===== config.mk =====
export PLATFORM = sky130hd
export DESIGN_NAME = acked_command_queue_retransmit_top
export DESIGN_NICKNAME = d
export VERILOG_FILES = /design/src/hw/rtl/acqr_pkg.sv /design/src/hw/rtl/acqr_ctrl.sv /design/src/hw/rtl/acqr_dp.sv /design/src/hw/rtl/acked_command_queue_retransmit_top.sv
export SDC_FILE = /design/constraint.sdc
export NUM_CORES = 2
export LEC_CHECK = 0
export BUFFER_PORTS_ARGS = -buffer_cell sky130_fd_sc_hd__buf_2
export CORE_ASPECT_RATIO = 1.5
export CORE_MARGIN = 2
export CORE_UTILIZATION = 62
export CTS_CLUSTER_DIAMETER = 100
export CTS_CLUSTER_SIZE = 16
export DETAILED_ROUTE_END_ITERATION = 16
export MAX_ROUTING_LAYER = met4
export PLACE_DENSITY_LB_ADDON = 0.08
export SLEW_MARGIN = 20
export SYNTH_ARGS = -nofsm -noshare
export SYNTH_HDL_FRONTEND = slang
export SYNTH_SLANG_ARGS = --single-unit
export TNS_END_PERCENT = 30

===== constraint.sdc =====
create_clock -name clk -period 8 [get_ports clk]
set_input_delay 0.4 -clock clk [delete_from_list [all_inputs] [get_ports clk]]
set_output_delay 0.4 -clock clk [all_outputs]
set_load 0.02 [all_outputs]

===== src/hw/rtl/acqr_pkg.sv =====
`timescale 1ns / 1ps

package acqr_pkg;

  localparam int NUM_SLAVES      = 2;
  localparam int SLAVE_W         = $clog2(NUM_SLAVES);
  localparam int DEF_QUEUE_DEPTH = 16;
  localparam int DEF_PAYLOAD_MAX = 13;

  localparam int OP_W       = 2;
  localparam int ADDR_W     = 7;
  localparam int SEQ_W      = 8;
  localparam int BYTE_W     = 8;
  localparam int TIMER_W    = 8;
  localparam int CFG_IDX_W  = 2;
  localparam int CFG_DATA_W = 8;

  localparam logic [TIMER_W-1:0] RETX_RESET = 8'd10;

  localparam logic [CFG_IDX_W-1:0] CFG_SLAVE0_ADDR   = 2'd0;
  localparam logic [CFG_IDX_W-1:0] CFG_SLAVE1_ADDR   = 2'd1;
  localparam logic [CFG_IDX_W-1:0] CFG_RETX_INTERVAL = 2'd2;

  localparam logic [OP_W-1:0] OP_PUSH   = 2'd0;
  localparam logic [OP_W-1:0] OP_STATUS = 2'd1;
  localparam logic [OP_W-1:0] OP_TICK   = 2'd2;

  typedef enum logic [1:0] {
    ST_IDLE,
    ST_NOSEND,
    ST_SEQ,
    ST_BYTE
  } ctrl_state_t;

  typedef struct packed {
    logic accept;
    logic load_empty;
    logic load_seq;
    logic load_byte;
  } dp_cmd_t;

  typedef struct packed {
    logic send;
    logic plen_zero;
    logic byte_last;
    logic out_free;
  } dp_stat_t;

endpackage


===== src/hw/rtl/acqr_ctrl.sv =====
`timescale 1ns / 1ps

module acqr_ctrl (
  input  logic              clk,
  input  logic              rst_n,
  input  logic              in_valid,
  output logic              in_stall,
  input  acqr_pkg::dp_stat_t stat,
  output acqr_pkg::dp_cmd_t  cmd
);
  import acqr_pkg::*;

  ctrl_state_t state_r;
  ctrl_state_t state_nxt;

  always_ff @(posedge clk) begin
    if (!rst_n) begin
      state_r <= ST_IDLE;
    end else begin
      state_r <= state_nxt;
    end
  end

  always_comb begin
    state_nxt = state_r;
    cmd       = '0;
    in_stall  = (state_r != ST_IDLE);
    case (state_r)
      ST_IDLE: begin
        if (in_valid) begin
          cmd.accept = 1'b1;
          state_nxt  = stat.send ? ST_SEQ : ST_NOSEND;
        end
      end
      ST_NOSEND: begin
        if (stat.out_free) begin
          cmd.load_empty = 1'b1;
          state_nxt      = ST_IDLE;
        end
      end
      ST_SEQ: begin
        if (stat.out_free) begin
          cmd.load_seq = 1'b1;
          state_nxt    = stat.plen_zero ? ST_IDLE : ST_BYTE;
        end
      end
      ST_BYTE: begin
        if (stat.out_free) begin
          cmd.load_byte = 1'b1;
          if (stat.byte_last) begin
            state_nxt = ST_IDLE;
          end
        end
      end
      default: begin
        state_nxt = ST_IDLE;
      end
    endcase
  end

endmodule


===== src/hw/rtl/acqr_dp.sv =====
`timescale 1ns / 1ps

module acqr_dp #(
  parameter int QUEUE_DEPTH = acqr_pkg::DEF_QUEUE_DEPTH,
  parameter int PAYLOAD_MAX = acqr_pkg::DEF_PAYLOAD_MAX
) (
  input  logic                                clk,
  input  logic                                rst_n,
  input  logic                                cfg_we,
  input  logic [acqr_pkg::CFG_IDX_W-1:0]      cfg_index,
  input  logic [acqr_pkg::CFG_DATA_W-1:0]     cfg_data,
  input  logic [acqr_pkg::OP_W-1:0]           in_operation,
  input  logic [acqr_pkg::SLAVE_W-1:0]        in_slave,
  input  logic [acqr_pkg::BYTE_W-1:0]         in_data_byte,
  input  logic                                in_last_byte,
  input  logic [acqr_pkg::SEQ_W-1:0]          in_status_seq,
  input  logic                                in_status_crc_ok,
  input  logic                                in_init,
  input  acqr_pkg::dp_cmd_t                   cmd,
  output acqr_pkg::dp_stat_t                  stat,
  output logic                                out_valid,
  input  logic                                out_stall,
  output logic                                out_frame_valid,
  output logic [acqr_pkg::ADDR_W-1:0]         out_dest_address,
  output logic [acqr_pkg::BYTE_W-1:0]         out_frame_byte,
  output logic                                out_last,
  output logic                                out_synced,
  output logic                                out_acked,
  output logic                                out_overflow,
  output logic                                out_status_rejected
);
  import acqr_pkg::*;

  localparam int HW        = $clog2(QUEUE_DEPTH);
  localparam int CW        = $clog2(QUEUE_DEPTH + 1);
  localparam int PW        = $clog2(PAYLOAD_MAX + 1);
  localparam int MEM_DEPTH = QUEUE_DEPTH << PW;

  localparam logic [CW-1:0] DEPTH_C   = CW'(QUEUE_DEPTH);
  localparam logic [HW:0]   DEPTH_S   = (HW + 1)'(QUEUE_DEPTH);
  localparam logic [HW-1:0] LAST_HEAD = HW'(QUEUE_DEPTH - 1);
  localparam logic [PW-1:0] PMAX_C    = PW'(PAYLOAD_MAX);

  // configuration
  logic [ADDR_W-1:0]  slave0_addr_r;
  logic [ADDR_W-1:0]  slave1_addr_r;
  logic [TIMER_W-1:0] retx_interval_r;

  // queue control
  logic [HW-1:0]      head_r, head_nxt;
  logic [CW-1:0]      count_r, count_nxt;
  logic [PW-1:0]      fill_r, fill_nxt;
  logic [TIMER_W-1:0] countdown_r, countdown_nxt;
  logic [SEQ_W-1:0]   slave_seq_r [NUM_SLAVES];
  logic [PW-1:0]      idx_r, idx_nxt;

  // per-entry stores
  logic [SLAVE_W-1:0] entry_slave_r [QUEUE_DEPTH];
  logic [SEQ_W-1:0]   entry_seq_r   [QUEUE_DEPTH];
  logic [PW-1:0]      entry_plen_r  [QUEUE_DEPTH];
  logic [BYTE_W-1:0]  payload_mem   [MEM_DEPTH];
  logic [BYTE_W-1:0]  mem_q_r;

  // result flags of the current item
  logic acked_r, ovf_r, rej_r;

  // output register
  logic               out_valid_r;
  logic               out_frame_valid_r;
  logic [ADDR_W-1:0]  out_dest_r;
  logic [BYTE_W-1:0]  out_byte_r;
  logic               out_last_r;
  logic               out_synced_r;
  logic               out_acked_r;
  logic               out_ovf_r;
  logic               out_rej_r;

  logic [HW:0]        tail_sum;
  logic [HW-1:0]      tail;
  logic               full;
  logic               fill_room;
  logic [PW-1:0]      fill_inc;
  logic               push_ok;
  logic               commit;
  logic               status_ok;
  logic               hit;
  logic               tick_fire;
  logic [SEQ_W-1:0]   seq_new;
  logic               seq_we;
  logic [SEQ_W-1:0]   seq_wdata;
  logic [PW-1:0]      head_plen;
  logic [ADDR_W-1:0]  head_dest;
  logic               out_load;

  always_comb begin
    full      = (count_r == DEPTH_C);
    tail_sum  = {1'b0, head_r} + (HW + 1)'(count_r);
    tail      = (tail_sum >= DEPTH_S) ? HW'(tail_sum - DEPTH_S) : tail_sum[HW-1:0];
    fill_room = (fill_r < PMAX_C);
    fill_inc  = fill_room ? fill_r + PW'(1) : fill_r;
    push_ok   = (in_operation == OP_PUSH) && !full;
    commit    = push_ok && in_last_byte;
    status_ok = (in_operation == OP_STATUS) && in_status_crc_ok;
    hit       = status_ok && (count_r != '0) && (entry_slave_r[head_r] == in_slave) &&
                (entry_seq_r[head_r] == in_status_seq);
    tick_fire = (in_operation == OP_TICK) && (countdown_r == '0) && (count_r != '0);
    seq_new   = slave_seq_r[in_slave] + SEQ_W'(1);
    head_plen = entry_plen_r[head_r];
    head_dest = (entry_slave_r[head_r] == SLAVE_W'(1)) ? slave1_addr_r : slave0_addr_r;
    out_load  = cmd.load_empty || cmd.load_seq || cmd.load_byte;

    stat.send      = (commit && (count_r == '0)) || tick_fire;
    stat.plen_zero = (head_plen == '0);
    stat.byte_last = ((idx_r + PW'(1)) == head_plen);
    stat.out_free  = !out_valid_r || !out_stall;
  end

  always_comb begin
    head_nxt      = head_r;
    count_nxt     = count_r;
    fill_nxt      = fill_r;
    countdown_nxt = countdown_r;
    seq_we        = 1'b0;
    seq_wdata     = seq_new;
    if (cmd.accept) begin
      case (in_operation)
        OP_PUSH: begin
          if (full) begin
            fill_nxt = '0;
          end else if (in_last_byte) begin
            seq_we    = 1'b1;
            fill_nxt  = '0;
            count_nxt = count_r + CW'(1);
            if (count_r == '0) begin
              countdown_nxt = retx_interval_r;
            end
          end else begin
            fill_nxt = fill_inc;
          end
        end
        OP_STATUS: begin
          if (status_ok && in_init) begin
            seq_we    = 1'b1;
            seq_wdata = in_status_seq;
          end
          if (hit) begin
            count_nxt     = count_r - CW'(1);
            head_nxt      = (head_r == LAST_HEAD) ? '0 : head_r + HW'(1);
            countdown_nxt = '0;
          end
        end
        OP_TICK: begin
          if (countdown_r != '0) begin
            countdown_nxt = countdown_r - TIMER_W'(1);
          end else if (count_r != '0) begin
            countdown_nxt = retx_interval_r;
          end
        end
        default: begin
        end
      endcase
    end

    if (cmd.load_seq) begin
      idx_nxt = '0;
    end else if (cmd.load_byte) begin
      idx_nxt = idx_r + PW'(1);
    end else begin
      idx_nxt = idx_r;
    end
  end

  always_ff @(posedge clk) begin
    if (!rst_n) begin
      slave0_addr_r   <= '0;
      slave1_addr_r   <= '0;
      retx_interval_r <= RETX_RESET;
    end else if (cfg_we) begin
      case (cfg_index)
        CFG_SLAVE0_ADDR:   slave0_addr_r   <= cfg_data[ADDR_W-1:0];
        CFG_SLAVE1_ADDR:   slave1_addr_r   <= cfg_data[ADDR_W-1:0];
        CFG_RETX_INTERVAL: retx_interval_r <= cfg_data[TIMER_W-1:0];
        default: begin
        end
      endcase
    end
  end

  always_ff @(posedge clk) begin
    if (!rst_n) begin
      head_r      <= '0;
      count_r     <= '0;
      fill_r      <= '0;
      countdown_r <= '0;
      idx_r       <= '0;
      out_valid_r <= 1'b0;
      for (int i = 0; i < NUM_SLAVES; i++) begin
        slave_seq_r[i] <= '0;
      end
    end else begin
      head_r      <= head_nxt;
      count_r     <= count_nxt;
      fill_r      <= fill_nxt;
      countdown_r <= countdown_nxt;
      idx_r       <= idx_nxt;
      if (seq_we) begin
        slave_seq_r[in_slave] <= seq_wdata;
      end
      if (out_load) begin
        out_valid_r <= 1'b1;
      end else if (!out_stall) begin
        out_valid_r <= 1'b0;
      end
    end
  end

  always_ff @(posedge clk) begin
    if (cmd.accept && commit) begin
      entry_slave_r[tail] <= in_slave;
      entry_seq_r[tail]   <= seq_new;
      entry_plen_r[tail]  <= fill_inc;
    end
    if (cmd.accept) begin
      acked_r <= hit;
      ovf_r   <= (in_operation == OP_PUSH) && full;
      rej_r   <= (in_operation == OP_STATUS) && !in_status_crc_ok;
    end
  end

  always_ff @(posedge clk) begin
    if (cmd.accept && push_ok && fill_room) begin
      payload_mem[{tail, fill_r}] <= in_data_byte;
    end
    mem_q_r <= payload_mem[{head_r, idx_nxt}];
  end

  always_ff @(posedge clk) begin
    if (out_load) begin
      out_synced_r <= (count_r == '0);
      out_acked_r  <= acked_r;
      out_ovf_r    <= ovf_r;
      out_rej_r    <= rej_r;
      if (cmd.load_empty) begin
        out_frame_valid_r <= 1'b0;
        out_dest_r        <= '0;
        out_byte_r        <= '0;
        out_last_r        <= 1'b1;
      end else if (cmd.load_seq) begin
        out_frame_valid_r <= 1'b1;
        out_dest_r        <= head_dest;
        out_byte_r        <= entry_seq_r[head_r];
        out_last_r        <= stat.plen_zero;
      end else begin
        out_frame_valid_r <= 1'b1;
        out_dest_r        <= head_dest;
        out_byte_r        <= mem_q_r;
        out_last_r        <= stat.byte_last;
      end
    end
  end

  assign out_valid           = out_valid_r;
  assign out_frame_valid     = out_frame_valid_r;
  assign out_dest_address    = out_dest_r;
  assign out_frame_byte      = out_byte_r;
  assign out_last            = out_last_r;
  assign out_synced          = out_synced_r;
  assign out_acked           = out_acked_r;
  assign out_overflow        = out_ovf_r;
  assign out_status_rejected = out_rej_r;

endmodule


===== src/hw/rtl/acked_command_queue_retransmit_top.sv =====
// Channel  Direction  Beat contents
// cfg      in         cfg_we, cfg_index, cfg_data (write only)
// in       in         operation, slave, data_byte, last_byte, status_seq, status_crc_ok, init
// out      out        frame_valid, dest_address, frame_byte, last, synced, acked,
//                     overflow, status_rejected
//
// An input beat is accepted and is followed by its result beats: one beat for a
// command that sends nothing, 1 + payload length beats for a send, one per cycle while
// out_stall is low. A send walks the head command through the single read port of the
// payload memory; its payload length is at most PAYLOAD_MAX.
// Reset is synchronous; the payload memory and entry stores need no clearing.
// out_stall holds the result register and the sequencer; in_stall is high until the
// last result beat of the current item has been loaded.
`timescale 1ns / 1ps

module acked_command_queue_retransmit_top #(
  parameter int QUEUE_DEPTH = acqr_pkg::DEF_QUEUE_DEPTH,
  parameter int PAYLOAD_MAX = acqr_pkg::DEF_PAYLOAD_MAX
) (
  input  logic                            clk,
  input  logic                            rst_n,
  input  logic                            cfg_we,
  input  logic [acqr_pkg::CFG_IDX_W-1:0]  cfg_index,
  input  logic [acqr_pkg::CFG_DATA_W-1:0] cfg_data,
  input  logic                            in_valid,
  output logic                            in_stall,
  input  logic [acqr_pkg::OP_W-1:0]       in_operation,
  input  logic [acqr_pkg::SLAVE_W-1:0]    in_slave,
  input  logic [acqr_pkg::BYTE_W-1:0]     in_data_byte,
  input  logic                            in_last_byte,
  input  logic [acqr_pkg::SEQ_W-1:0]      in_status_seq,
  input  logic                            in_status_crc_ok,
  input  logic                            in_init,
  output logic                            out_valid,
  input  logic                            out_stall,
  output logic                            out_frame_valid,
  output logic [acqr_pkg::ADDR_W-1:0]     out_dest_address,
  output logic [acqr_pkg::BYTE_W-1:0]     out_frame_byte,
  output logic                            out_last,
  output logic                            out_synced,
  output logic                            out_acked,
  output logic                            out_overflow,
  output logic                            out_status_rejected
);
  import acqr_pkg::*;

  dp_cmd_t  cmd;
  dp_stat_t stat;

  acqr_ctrl u_ctrl (
    .clk      (clk),
    .rst_n    (rst_n),
    .in_valid (in_valid),
    .in_stall (in_stall),
    .stat     (stat),
    .cmd      (cmd)
  );

  acqr_dp #(
    .QUEUE_DEPTH (QUEUE_DEPTH),
    .PAYLOAD_MAX (PAYLOAD_MAX)
  ) u_dp (
    .clk                 (clk),
    .rst_n               (rst_n),
    .cfg_we              (cfg_we),
    .cfg_index           (cfg_index),
    .cfg_data            (cfg_data),
    .in_operation        (in_operation),
    .in_slave            (in_slave),
    .in_data_byte        (in_data_byte),
    .in_last_byte        (in_last_byte),
    .in_status_seq       (in_status_seq),
    .in_status_crc_ok    (in_status_crc_ok),
    .in_init             (in_init),
    .cmd                 (cmd),
    .stat                (stat),
    .out_valid           (out_valid),
    .out_stall           (out_stall),
    .out_frame_valid     (out_frame_valid),
    .out_dest_address    (out_dest_address),
    .out_frame_byte      (out_frame_byte),
    .out_last            (out_last),
    .out_synced          (out_synced),
    .out_acked           (out_acked),
    .out_overflow        (out_overflow),
    .out_status_rejected (out_status_rejected)
  );

`ifndef SYNTH
  a_ovf_not_synced : assert property (@(posedge clk) disable iff (!rst_n)
    (out_valid && out_overflow) |-> !out_synced)
    else $error("overflow reported with empty queue");

  a_empty_is_last : assert property (@(posedge clk) disable iff (!rst_n)
    (out_valid && !out_frame_valid) |-> out_last)
    else $error("non-frame result beat not marked last");

  a_flags_exclusive : assert property (@(posedge clk) disable iff (!rst_n)
    out_valid |-> !(out_acked && out_status_rejected))
    else $error("status both acknowledged and rejected");

  a_busy_after_accept : assert property (@(posedge clk) disable iff (!rst_n)
    (in_valid && !in_stall) |=> in_stall)
    else $error("input taken again before results were produced");
`endif

endmodule

# Yosys cells after proc, flatten, opt, wreduce, memory -nomap -nowiden
# Memory sizes are Yosys's and may differ from the RTL's. A register that Yosys moved wholly into a read port is not among the register bits.
# Index checks and enable logic that the tools add are counted.
word_totals:
  ff_bits: 74
  mem_bits_rw: 2272
  input_bits: 37
  output_inout_bits: 23
  word_cells: 166
  mem_count: 5
mem_list:
  columns: ["name", "words", "width", "rd", "rd_clocked_by_memory_dff", "wr", "line_no", "source"]
  rows:
  - ["u_dp.payload_mem", 256, 8, 1, 1, 1, "acqr_dp.sv:61", "logic [BYTE_W-1:0] payload_mem [MEM_DEPTH];"]
  - ["u_dp.entry_seq_r", 16, 8, 1, 1, 1, "acqr_dp.sv:59", "logic [SEQ_W-1:0] entry_seq_r [QUEUE_DEPTH];"]
  - ["u_dp.entry_plen_r", 16, 4, 1, 1, 1, "acqr_dp.sv:60", "logic [PW-1:0] entry_plen_r [QUEUE_DEPTH];"]
  - ["u_dp.entry_slave_r", 16, 1, 1, 1, 1, "acqr_dp.sv:58", "logic [SLAVE_W-1:0] entry_slave_r [QUEUE_DEPTH];"]
  - ["u_dp.slave_seq_r", 2, 8, 1, 0, 2, "acqr_dp.sv:54", "logic [SEQ_W-1:0] slave_seq_r [NUM_SLAVES];"]
classes:
  addsub: 9
  n_lt_le_gt_ge: 2
  n_eq_ne: 23
  mux: 63
  reduce_logical: 43
op_table:
  columns: ["op", "n"]
  rows:
  - ["2-to-1 mux 8 bit", 11]
  - ["2-to-1 mux 4 bit", 13]
  - ["2-to-1 mux 1 bit", 24]
  - ["one-hot mux 8 bit (3 select lines)", 1]
  - ["!= test 2 bit, second input constant", 8]
  - ["logical AND 1 bit", 15]
  - ["2-to-1 mux 5 bit", 3]
  - ["2-to-1 mux 2 bit", 7]
  - ["adder 4 x 1 -> 4 bit, second input constant", 3]
  - ["one-hot mux 5 bit (2 select lines)", 1]
  - ["AND reduction 5 bit", 2]
  - ["adder 8 x 1 -> 8 bit, second input constant", 1]
  - ["equality test 2 bit, second input constant", 4]
  - ["equality test 8 bit", 1]
  - ["zero test 8 bit", 1]
  - ["one-hot mux 2 bit (4 select lines)", 1]
  - ["AND reduction 2 bit", 4]
  - ["nonzero test 8 bit", 1]
  - ["OR reduction 8 bit", 1]
  - ["subtractor 8 x 1 -> 8 bit, second input constant", 1]
  - ["2-to-1 mux 7 bit", 1]
  - ["AND reduction 7 bit", 1]
  - ["equality test 2 x 1 -> 1 bit, second input constant", 3]
  - ["zero test 2 bit", 3]
  - ["other kinds (21)", 29]

# Logic depth before layout (Yosys ltp)
depth:
  depth_word: 11
  depth_mapped: 17

# By module
# Synthesis repeated with hierarchy kept, for this count alone.
hier_totals:
  cells_unflattened: 5785
  hier_area_um2: 94466.9
modules_own_cells:
  columns: ["module", "instances", "cells_per_inst", "area_per_inst_um2", "seq_area_each_um2"]
  rows:
  - ["acqr_dp", 1, 5767, 94306.7, 70147.3]
  - ["acqr_ctrl", 1, 18, 160.2, 40.0]

# Worst setup path before layout
# No wires, ideal clock.
synth_timing:
  path_type: "reg2reg"
  startpoint: "register with a tool-made name"
  endpoint: "register u_dp.countdown_r[2]"
  setup_time_ps: 70
  t_arrival_ps: 3033
  required_ps: 7930
  path_slack_ps: 4897
  path_stages_with_launch: 14
  period_less_slack_ps: 3103
  path_cell_list: "dfxtp_1 > buf_4 > buf_4 > buf_2 > buf_2 > mux2i_1 > mux2i_1 > xnor2_1 > nand4_1 > o31ai_1 > nand2_1 > buf_2 > or3_1 > a21boi_1"
synth_rtl:
  columns: ["element", "line_no", "source"]
  rows:
  - ["end signal: assignment", "acqr_dp.sv:204", "countdown_r <= countdown_nxt;"]
  - ["end: declaration", "acqr_dp.sv:53", "logic [TIMER_W-1:0] countdown_r, countdown_nxt;"]

# Final worst setup path
layout_timing:
  startpoint: "register u_ctrl.state_r[1]"
  endpoint: "register u_dp.mem_q_r[3], read port of u_dp.payload_mem"
layout_between:
  elab_chain_len: 4
  word_cells_on_any_way: 6
layout_rtl:
  columns: ["element", "line_no", "source"]
  rows:
  - ["start: declaration", "acqr_ctrl.sv:13", "ctrl_state_t state_r;"]
  - ["start signal: assignment", "acqr_ctrl.sv:20", "state_r <= state_nxt;"]
  - ["equality test 2 bit", "acqr_ctrl.sv:28", "case (state_r)"]
  - ["2-to-1 mux 1 bit", "acqr_ctrl.sv:28", null]
  - ["2-to-1 mux 4 bit", "acqr_dp.sv:166", "end else if (cmd.load_byte) begin"]
  - ["2-to-1 mux 4 bit (*)", "acqr_dp.sv:164", "if (cmd.load_seq) begin"]
  - ["end: declaration", "acqr_dp.sv:62", "logic [BYTE_W-1:0] mem_q_r;"]
# Mark *: on every way between the ends. The rest lies on a longest branch, timed or not.
# A chain may end at the register's enable or synchronous reset.

==> results.sh <==
export IMPL_fillCellCount=10660
export IMPL_r2r_start="u_ctrl.state_r[1]"
export IMPL_postSynthCellCount=6726
export IMPL_cts_repair_resized=0
export IMPL_worst_path_max_fanout=28
export IMPL_path_common_cell="buf_4"
export IMPL_fin_crit_sh_pct=68.40
export IMPL_worst_slew_pin_slew_ps=1247
export IMPL_rsz0062_at_grt="false"
export IMPL_antenna_found_initial=11
export IMPL_peakVddDrop_mv=0.2003
export IMPL_timing_hold_ws_ps=149.0
export IMPL_maxSlewHeadroom_pct=15.84
export IMPL_ys_top_cells_by_count="edfxtp_1 (2296), nand2_1 (1478), nand3_1 (552)"
export IMPL_postRouteAntennaNets=0
export IMPL_cts_tree="yes"
export IMPL_ys_flop_type="edfxtp_1"
export IMPL_htreeDepth=4
export IMPL_p_clk_share_pct=35.1
export IMPL_clk_latency_ps=840
export IMPL_root_buffer="clkbuf_16"
export IMPL_synth_top_area_cell="edfxtp_1"
export IMPL_grt_pass1_wl_mm=411.5
export IMPL_clockBufferDepth=3
export IMPL_p_sw_mw=4.757
export IMPL_critPathLaunch="u_ctrl.state_r[1]"
export IMPL_synthXorXnorAreaFrac_pct=0.3402
export IMPL_min_period_ps=5472
export IMPL_vias_per_cell=6.835
export IMPL_cts_made_buffers=165
export IMPL_p_seq_share_pct=60.8
export IMPL_maxCapViolCount=0
export IMPL_fin_cells=8790
export IMPL_max_freq_mhz=182.7
export IMPL_detail_route_iter0_violations=8831
export IMPL_finalHoldViolCount=0
export IMPL_dieArea_mm2=0.1569
export IMPL_floorplan_initialDensity_pct=62.24
export IMPL_required_ps=8720
export IMPL_dr_pass1_iters=6
export IMPL_setup_violations=0
export IMPL_fin_setup_tns_ps=0
export IMPL_core_mm2=0.1530
export IMPL_reg2reg_depth=10
export IMPL_syn_avg_cell_area_um2=14.16
export IMPL_pre_cts_ws_ps=2745
export IMPL_cts_hold_buf=18
export IMPL_synth_top_cell_area_share_pct=72.37
export IMPL_grt_max_degree=161
export IMPL_hpwlAfterDp_mm=176.6
export IMPL_yosys_cell_count_top_type="edfxtp_1"
export IMPL_synth_top_family_by_area="simple AND/OR/NAND/NOR gates"
export IMPL_cpMaxStageDelayCell="a211oi_2"
export IMPL_critPathMaxStageDelay_ps=910
export IMPL_synth_fa_ha_area_share_pct=0.3047
export IMPL_ios=60
export IMPL_synth_mux_area_share_pct=4.983
export IMPL_cellPowerDensity_mw_per_mm2=219.3
export IMPL_groute_usage_overall_pct=38.43
export IMPL_p_int_mw=17.70
export IMPL_critPathLaunchType="register"
export IMPL_drv_slew=0
export IMPL_synth_area_leaders="edfxtp_1 (72%), nand2_1 (5.8%), nand3_1 (2.9%)"
export IMPL_die_w_um=324.1
export IMPL_cts_setup_buffers=0
export IMPL_clkSinkCount=2358
export IMPL_wl_per_cell_um=33.25
export IMPL_synthesis_area_mm2=0.09526
export IMPL_synth_edf_count=2296
export IMPL_p_sw_share_pct=21.18
export IMPL_path_cells="a21boi_1, buf_4, mux2i_1, and2_4, buf_4, nand2_1, a211oi_2, nor4_1, or4_1, a311o_1"
export IMPL_drc=0
export IMPL_final_nets=6726
export IMPL_gp_congestion=0.9664
export IMPL_min_path_type="in -> reg"
export IMPL_synth_simple_area_share_pct=12.64
export IMPL_skew_ps=34.31
export IMPL_ys_seq_area_share_pct=73.68
export IMPL_syn_num_nets=6785
export IMPL_fp_row_count=176
export IMPL_die_h_um=484.1
export IMPL_ys_seq_elements=2358
export IMPL_dp_cells=8529
export IMPL_vias=60080
export IMPL_placed_area_mm2=0.09767
export IMPL_grt_pass1_vias=57000
export IMPL_setup_slack_ps=2528
export IMPL_pwr_share_comb_pct=4.1
export IMPL_grt_remaining_overflow=0
export IMPL_final_area_mm2=0.1024
export IMPL_critPathKind="reg -> reg"
export IMPL_p_leak_nw=33.19
export IMPL_portBuffers=59
export IMPL_postLayoutCoreUtil_pct=66.92
export IMPL_cp_end_kind="register"
export IMPL_cp_endpoint="u_dp.mem_q_r[3]"
export IMPL_yosysWarnings=0
export IMPL_area_growth_pct=7.505
export IMPL_regToRegSetupSlack_ps=2530
export IMPL_async_flop_share_pct=0
export IMPL_cp_data_arrival_time_ps=6190
export IMPL_synthDistinctLibCells=82
export IMPL_clkTransAtPathRegs_ps=80
export IMPL_r2r_end="u_dp.mem_q_r[3]"
export IMPL_synth_compound_area_share_pct=5.747
export IMPL_wl_mm=292.2
export IMPL_total_power_mw=22.46
export IMPL_status="finished, final reports clean"
export IMPL_layout_drive_gt1_share_pct=8.310
-- worst max-delay path: cells and delay by family, from the launching register on --
family          cells  cell delay [ps]
compound gates      3             1510
buf+inv             2              730
flops               1              490
mux                 1              460
simple gates        4             2140
-- cell usage in the layout (no fill, tap or decap), types with 120 or more instances in the layout --
cell type | Yosys | routed
clkbuf_16 | 0 | 171
mux4_2 | 120 | 120
and3_1 | 184 | 184
nand2_1 | 1478 | 1477
buf_4 | 25 | 130
a311oi_1 | 145 | 142
edfxtp_1 | 2296 | 2296
nand3_1 | 552 | 548
nor2_1 | 359 | 354
mux2i_1 | 189 | 188
-- power by group through the flow --
stage,Sequential [mW],Clock [mW],Combinational [mW]
after floorplan,14.0,0,0.389
after global placement,13.9,0,0.886
after detailed placement,13.9,0,0.901
after CTS,13.7,7.88,0.910
after global routing,13.7,8.31,0.971
final,13.7,7.87,0.926
-- layer usage --
layer,vias up,GRT usage [%],wire length [um]
met2,3835,58.31,138900
met4,0,28.14,26670
met3,914,7.164,28750
li1,25220,-,-
met1,30110,46.26,97910
met5,-,-,0
-- logic make-up after synthesis --
group	Yosys count
buf+inv	477
compound gates	749
mux	321
flops	2358
fa+ha+maj	22
xor+xnor	37
simple gates	2762
-- cell type report --
cell class,count,area [um^2],share of cell area [%]
diodes,16,40.04,0.03910
flip-flops and latches,2358,70190,68.54
well taps,2047,2561,2.501
inverters,21,78.83,0.07697
repair buffers,230,1967,1.921
clock inverters,4,37.54,0.03665
clock buffers,223,4474,4.369
multi-input cells,3891,23060,22.52
-- worst min-delay path by stage --
stage | startpoint | endpoint | depth (start not counted)
global route | cfg_index[0] | u_dp.slave0_addr_r[2] | 5
CTS | cfg_index[1] | u_dp.slave0_addr_r[1] | 5
finish | in_last_byte | u_dp.fill_r[0] | 4
floorplan | u_dp.acked_r | u_dp.out_acked | 0
detailed placement | u_dp.rej_r | u_dp.out_status_rejected | 0
global placement | u_dp.rej_r | u_dp.out_status_rejected | 0
-- flip-flops by register name (all words and copies together) (netlist names), 2 cells and up, named ones only --
| name | cells |
|---|---|
| u_dp.payload_mem | 2048 |
| u_dp.entry_seq_r | 128 |
| u_dp.entry_plen_r | 64 |
| u_dp.entry_slave_r | 16 |
| u_dp.slave_seq_r | 16 |
| u_dp.countdown_r | 8 |
| u_dp.mem_q_r | 8 |
| u_dp.out_frame_byte | 8 |
| u_dp.retx_interval_r | 8 |
| u_dp.out_dest_address | 7 |
| u_dp.slave0_addr_r | 7 |
| u_dp.slave1_addr_r | 7 |
| u_dp.count_r | 5 |
| u_dp.fill_r | 4 |
| u_dp.head_r | 4 |
| u_dp.idx_r | 4 |
| u_ctrl.state_r | 2 |
No activity file was read; power rests on OpenSTA's default activity.
